[src/hdl/icp_orient.sv]
// ============================================================================
// icp_orient: orientation test and edge reordering (two register stages)
// Stage 1 forms the two orientation products, stage 2 takes their sign,
// swaps the edge ends on a clockwise turn and forms differences to the probe.
// ============================================================================
`default_nettype none

module icp_orient #(
  parameter int COORD_WIDTH = 16
) (
  input  logic                         clk,
  input  logic                         rst,
  input  logic                         in_valid,
  output logic                         in_ready,
  input  logic [8*COORD_WIDTH-1:0]     in_coords,
  output logic                         out_valid,
  input  logic                         out_ready,
  output logic                         out_swapped,
  output logic signed [COORD_WIDTH:0]  out_ax,
  output logic signed [COORD_WIDTH:0]  out_ay,
  output logic signed [COORD_WIDTH:0]  out_bx,
  output logic signed [COORD_WIDTH:0]  out_by,
  output logic signed [COORD_WIDTH:0]  out_qx,
  output logic signed [COORD_WIDTH:0]  out_qy
);

  localparam int W  = COORD_WIDTH;
  localparam int PW = 2 * W + 2;   // orientation product width
  localparam int OW = 2 * W + 3;   // orientation value width

  // Sign-extended input coordinates
  logic signed [W:0] sx, sy, ex, ey, cx, cy, px, py;

  assign sx = $signed({in_coords[1*W-1], in_coords[0*W +: W]});
  assign sy = $signed({in_coords[2*W-1], in_coords[1*W +: W]});
  assign ex = $signed({in_coords[3*W-1], in_coords[2*W +: W]});
  assign ey = $signed({in_coords[4*W-1], in_coords[3*W +: W]});
  assign cx = $signed({in_coords[5*W-1], in_coords[4*W +: W]});
  assign cy = $signed({in_coords[6*W-1], in_coords[5*W +: W]});
  assign px = $signed({in_coords[7*W-1], in_coords[6*W +: W]});
  assign py = $signed({in_coords[8*W-1], in_coords[7*W +: W]});

  // Stage registers
  logic              v1, v2;
  logic              ready1, ready2;
  logic signed [W:0] s1_sx, s1_sy, s1_ex, s1_ey, s1_cx, s1_cy, s1_px, s1_py;
  logic signed [PW-1:0] op1, op2;
  logic signed [W:0] d_ey_sy, d_cx_ex, d_ex_sx, d_cy_ey;

  // Advance a stage when it is empty or its content moves on
  assign ready2   = !v2 || out_ready;
  assign ready1   = !v1 || ready2;
  assign in_ready = ready1;

  assign d_ey_sy = ey - sy;
  assign d_cx_ex = cx - ex;
  assign d_ex_sx = ex - sx;
  assign d_cy_ey = cy - ey;

  // Stage 1: orientation products
  always_ff @(posedge clk) begin
    if (rst) begin
      v1 <= 1'b0;
    end else if (ready1) begin
      v1 <= in_valid;
    end
  end

  always_ff @(posedge clk) begin
    if (ready1) begin
      s1_sx <= sx;
      s1_sy <= sy;
      s1_ex <= ex;
      s1_ey <= ey;
      s1_cx <= cx;
      s1_cy <= cy;
      s1_px <= px;
      s1_py <= py;
      op1   <= PW'(d_ey_sy) * PW'(d_cx_ex);
      op2   <= PW'(d_ex_sx) * PW'(d_cy_ey);
    end
  end

  // Stage 2: orientation sign, reorder, differences to the probe
  logic signed [OW-1:0] orient;
  logic                 swap;
  logic signed [W:0]    a_x, a_y, b_x, b_y;

  assign orient = OW'(op1) - OW'(op2);
  assign swap   = !orient[OW-1] && (orient != '0);
  assign a_x    = swap ? s1_ex : s1_sx;
  assign a_y    = swap ? s1_ey : s1_sy;
  assign b_x    = swap ? s1_sx : s1_ex;
  assign b_y    = swap ? s1_sy : s1_ey;

  always_ff @(posedge clk) begin
    if (rst) begin
      v2 <= 1'b0;
    end else if (ready2) begin
      v2 <= v1;
    end
  end

  always_ff @(posedge clk) begin
    if (ready2) begin
      out_swapped <= swap;
      out_ax      <= a_x - s1_px;
      out_ay      <= a_y - s1_py;
      out_bx      <= b_x - s1_px;
      out_by      <= b_y - s1_py;
      out_qx      <= s1_cx - s1_px;
      out_qy      <= s1_cy - s1_py;
    end
  end

  assign out_valid = v2;

endmodule

`default_nettype wire

[config.mk]
export PLATFORM = sky130hd
export DESIGN_NAME = icp_orient
export DESIGN_NICKNAME = d
export VERILOG_FILES = /design/src/hdl/icp_orient.sv
export SDC_FILE = /design/constraint.sdc
export NUM_CORES = 2
export LEC_CHECK = 0
export BUFFER_PORTS_ARGS = -buffer_cell sky130_fd_sc_hd__buf_2
export CORE_AREA = 2 2 289 406
export CTS_CLUSTER_DIAMETER = 50
export DETAILED_ROUTE_END_ITERATION = 16
export DIE_AREA = 0 0 291 408
export GPL_TIMING_DRIVEN = 0
export PLACE_DENSITY = 0.5
export RECOVER_POWER = 50
export SYNTH_ARGS = -nofsm -noshare
export SYNTH_HDL_FRONTEND = slang
export SYNTH_SLANG_ARGS = --single-unit
[constraint.sdc]
create_clock -name clk -period 11.4 [get_ports clk]
set_clock_uncertainty 0.2 [all_clocks]
set_input_delay 1.14 -clock clk [delete_from_list [all_inputs] [get_ports clk]]
set_output_delay 1.14 -clock clk [all_outputs]
set_load 0.01 [all_outputs]
==> metrics.csv <==
stage,metric,value,unit
outcome,outcome,"complete, but fails checks",
finish,NumNets Final,5466,
worst_setup_path,worst path required time,11.51,ns
yosys,post-synth top area share,30.2,%
finish,Area Growth Syn to Fin,11.9,%
worst_setup_path,Critical Path AT,11.08,ns
clock_network,"Clk pin slew, worst setup/hold paths",0.06,ns
clock_network,Post-CTS Setup Inserts,0,
finish,layout cells sized above 1,6.05,%
sta,Hold Slack,0.302,ns
worst_setup_path,R2R setup slack,3.25,ns
placed_design,DP Cell Count,5828,
placed_design,"worst slack, placed",-1.70,ns
worst_setup_path,CP max stage cell,nor3_2,
yosys,Mapped Avg Cell Area,9.83,um^2
worst_setup_path,crit end category,flop,
routing,WL/cell,19.9,um
routing,DRT iter0 DRCs,1234,
die,Die Wd,291,um
routing,DR vias,29000,
clock_network,CTS H-tree depth,2,
yosys,Post-synth top flop,edfxtp_1,
finish,FILL cells,11600,
sta,max-slew violations,131,
yosys,Post-synth top cells,"811 x inv_1, 604 x fa_1, 400 x nor2_1, 389 x nand2_1, 363 x ha_1",
yosys,top-count cell post-synth,inv_1,
grt,first-pass GRT wire length,184000,um
finish,final std cells w/o fill,5902,
outcome,failing checks,"max-capacitance violations, max-slew violations",
grt,number of global-route vias before repair,30900,
worst_setup_path,"slowest stage delay, CP",0.70,ns
yosys,Unique masters post-synth,80,
placed_design,post-DP HPWL,101000,um
yosys,Syn Nets,5174,
job,Max Cap Viol,3,
die,IO Count,237,
yosys,area of the mapped netlist,40100,um^2
finish,fin util,38.9,%
yosys,post-synth top area cell,fa_1,
grt,largest net degree at the start of global routing,72,
routing,DRC viols,0,
grt,antenna violations before repair,4,
sta,Worst-Margin Slew,3.90,ns
routing,Initial DRT Pass Iterations,8,
grt,grt ovf,0,
placed_design,GPL Wtd Cong,0.886,
placed_design,IO Port Bufs,236,
die,die height,408,um
sta,fin crit share,96.2,%
yosys,synthesized flop and latch total,301,
die,total core area,115000,um^2
routing,antenna violation net count after detailed routing,0,
yosys,"top cells by area, synth","fa_1 30%, edfxtp_1 22%, ha_1 11%",
worst_setup_path,CP startpoint kind,input port,
die,row count,148,
clock_network,# clock sinks,301,
grt,GRT Overall Usage,20.3,%
yosys,Syn Inst Count,4075,
yosys,"EDFF count, synth",299,
clock_network,CTS tree,done,
worst_setup_path,critical setup path kind,in -> reg,
sta,maximum clock rate,91.2,MHz
sta,setup ws final,0.432,ns
clock_network,CTS Buf Count,40,
routing,final wirelength,118000,um
worst_setup_path,cell with the most instances on the worst path,fa_1,
sta,final worst path period need,10.97,ns
clock_network,CTS root buffer,clkbuf_16,
yosys,"Seq/Total Area, Yosys",22.5,%
sta,setup violators final,0,
die,Starting Density,34.7,%
die,DIE AREA,119000,um^2
yosys,"FFs w/ async S/R, synth",0,%
worst_setup_path,"Max FO, Critical Path",10,
sta,Fin. Hold Viols,0,
clock_network,clk_lat worst skew,0.60,ns
sta,max_slew headroom,-160,%
clock_network,Clock Tree Buf Depth,3,
sta,RSZ-0062 raised after global routing,yes,
routing,via density per instance,4.91,
yosys,"Warnings, synthesis",0,
worst_hold_path,HP Class,reg -> reg,
layer usage:
layer	global-route usage (%)	wire length [um]
met5	0	13
met4	8.16	4970
met3	1.71	3780
met2	38.2	62700
met1	23.5	46100
metrics by stage:
step                      area, um^2  setup TNS [ns]
after floorplan                40100               0
after global placement         43100          -27.41
after detailed placement       43600          -17.18
after CTS                      45000               0
after global routing           44800         -0.0963
final                          44800               0
cell type report:
cell class / instances / area, um^2 / area share [%]
sequential: 301 / 9020 / 20.1
antenna: 5 / 12.5 / 0.0279
clock inverter: 27 / 320 / 0.715
multi-input combinational: 2879 / 27900 / 62.3
clock buffer: 45 / 1020 / 2.27
timing repair buffer: 253 / 1270 / 2.83
inverter: 811 / 3050 / 6.79
buffer: 81 / 353 / 0.787
tap: 1500 / 1880 / 4.19
registers in the layout, summed over array words and instances, names as in the netlist, 17 cells and up:
| name | flops |
|---|---|
| out_ay | 17 |
| out_qx | 17 |
| out_bx | 17 |
| out_qy | 17 |
| out_ax | 17 |
| op2 | 34 |
| op1 | 34 |
| out_by | 17 |
final timing paths:
kind / start / to / depth (start not counted)
max: in_coords[34] / op1[33] / 35
min: v1 / out_valid / 2
max reg2reg: op2[0] / out_ay[16] / 29
min reg2reg: v1 / out_valid / 2
logic make-up after synthesis:
kind of cell,Yosys count,share of synthesized area (%)
buf+inv,895,8.50
xor+xnor,208,4.55
simple gates,1125,12.5
flops,301,22.5
compound gates,506,8.38
mux,73,2.02
fa+ha+maj,967,41.5
cell usage in the layout (no fill, tap or decap), drive strengths merged, types with 10 or more instances in the layout:
master / n
o2111ai: 11
o21ai: 103
a21o: 41
and3: 18
or2: 19
a2111oi: 11
mux2: 64
nand2: 389
nor3: 47
clkbuf: 270
a21oi: 137
xor2: 48
inv: 818
nor2b: 63
clkinv: 10
a31oi: 14
nand3: 50
xnor2: 160
nand2b: 46
ha: 363
o21bai: 22
a211oi: 18
o21a: 30
nor2: 400
buf: 109
o31ai: 11
a21boi: 23
fa: 604
and2: 40
or3: 12
edfxtp: 299
what timing repair did:
item,in CTS,in global routing
setup endpoints to repair,12,6
hold buffers,0,0
gates resized for setup,10,16
worst max-delay path, delay by kind of cell:
family                     cells  cell delay [ns]
and+or+nand+nor                3             1.16
adders and majority gates      8             3.73
xor gates and xnor gates       2             0.27
buffers and inverters          7             1.15
AOI/OAI and AO/OA             15             3.58
Power is left out: the tool's default activity adds up to more than one toggle a clock period on the data nets, which glitch-free logic cannot reach.
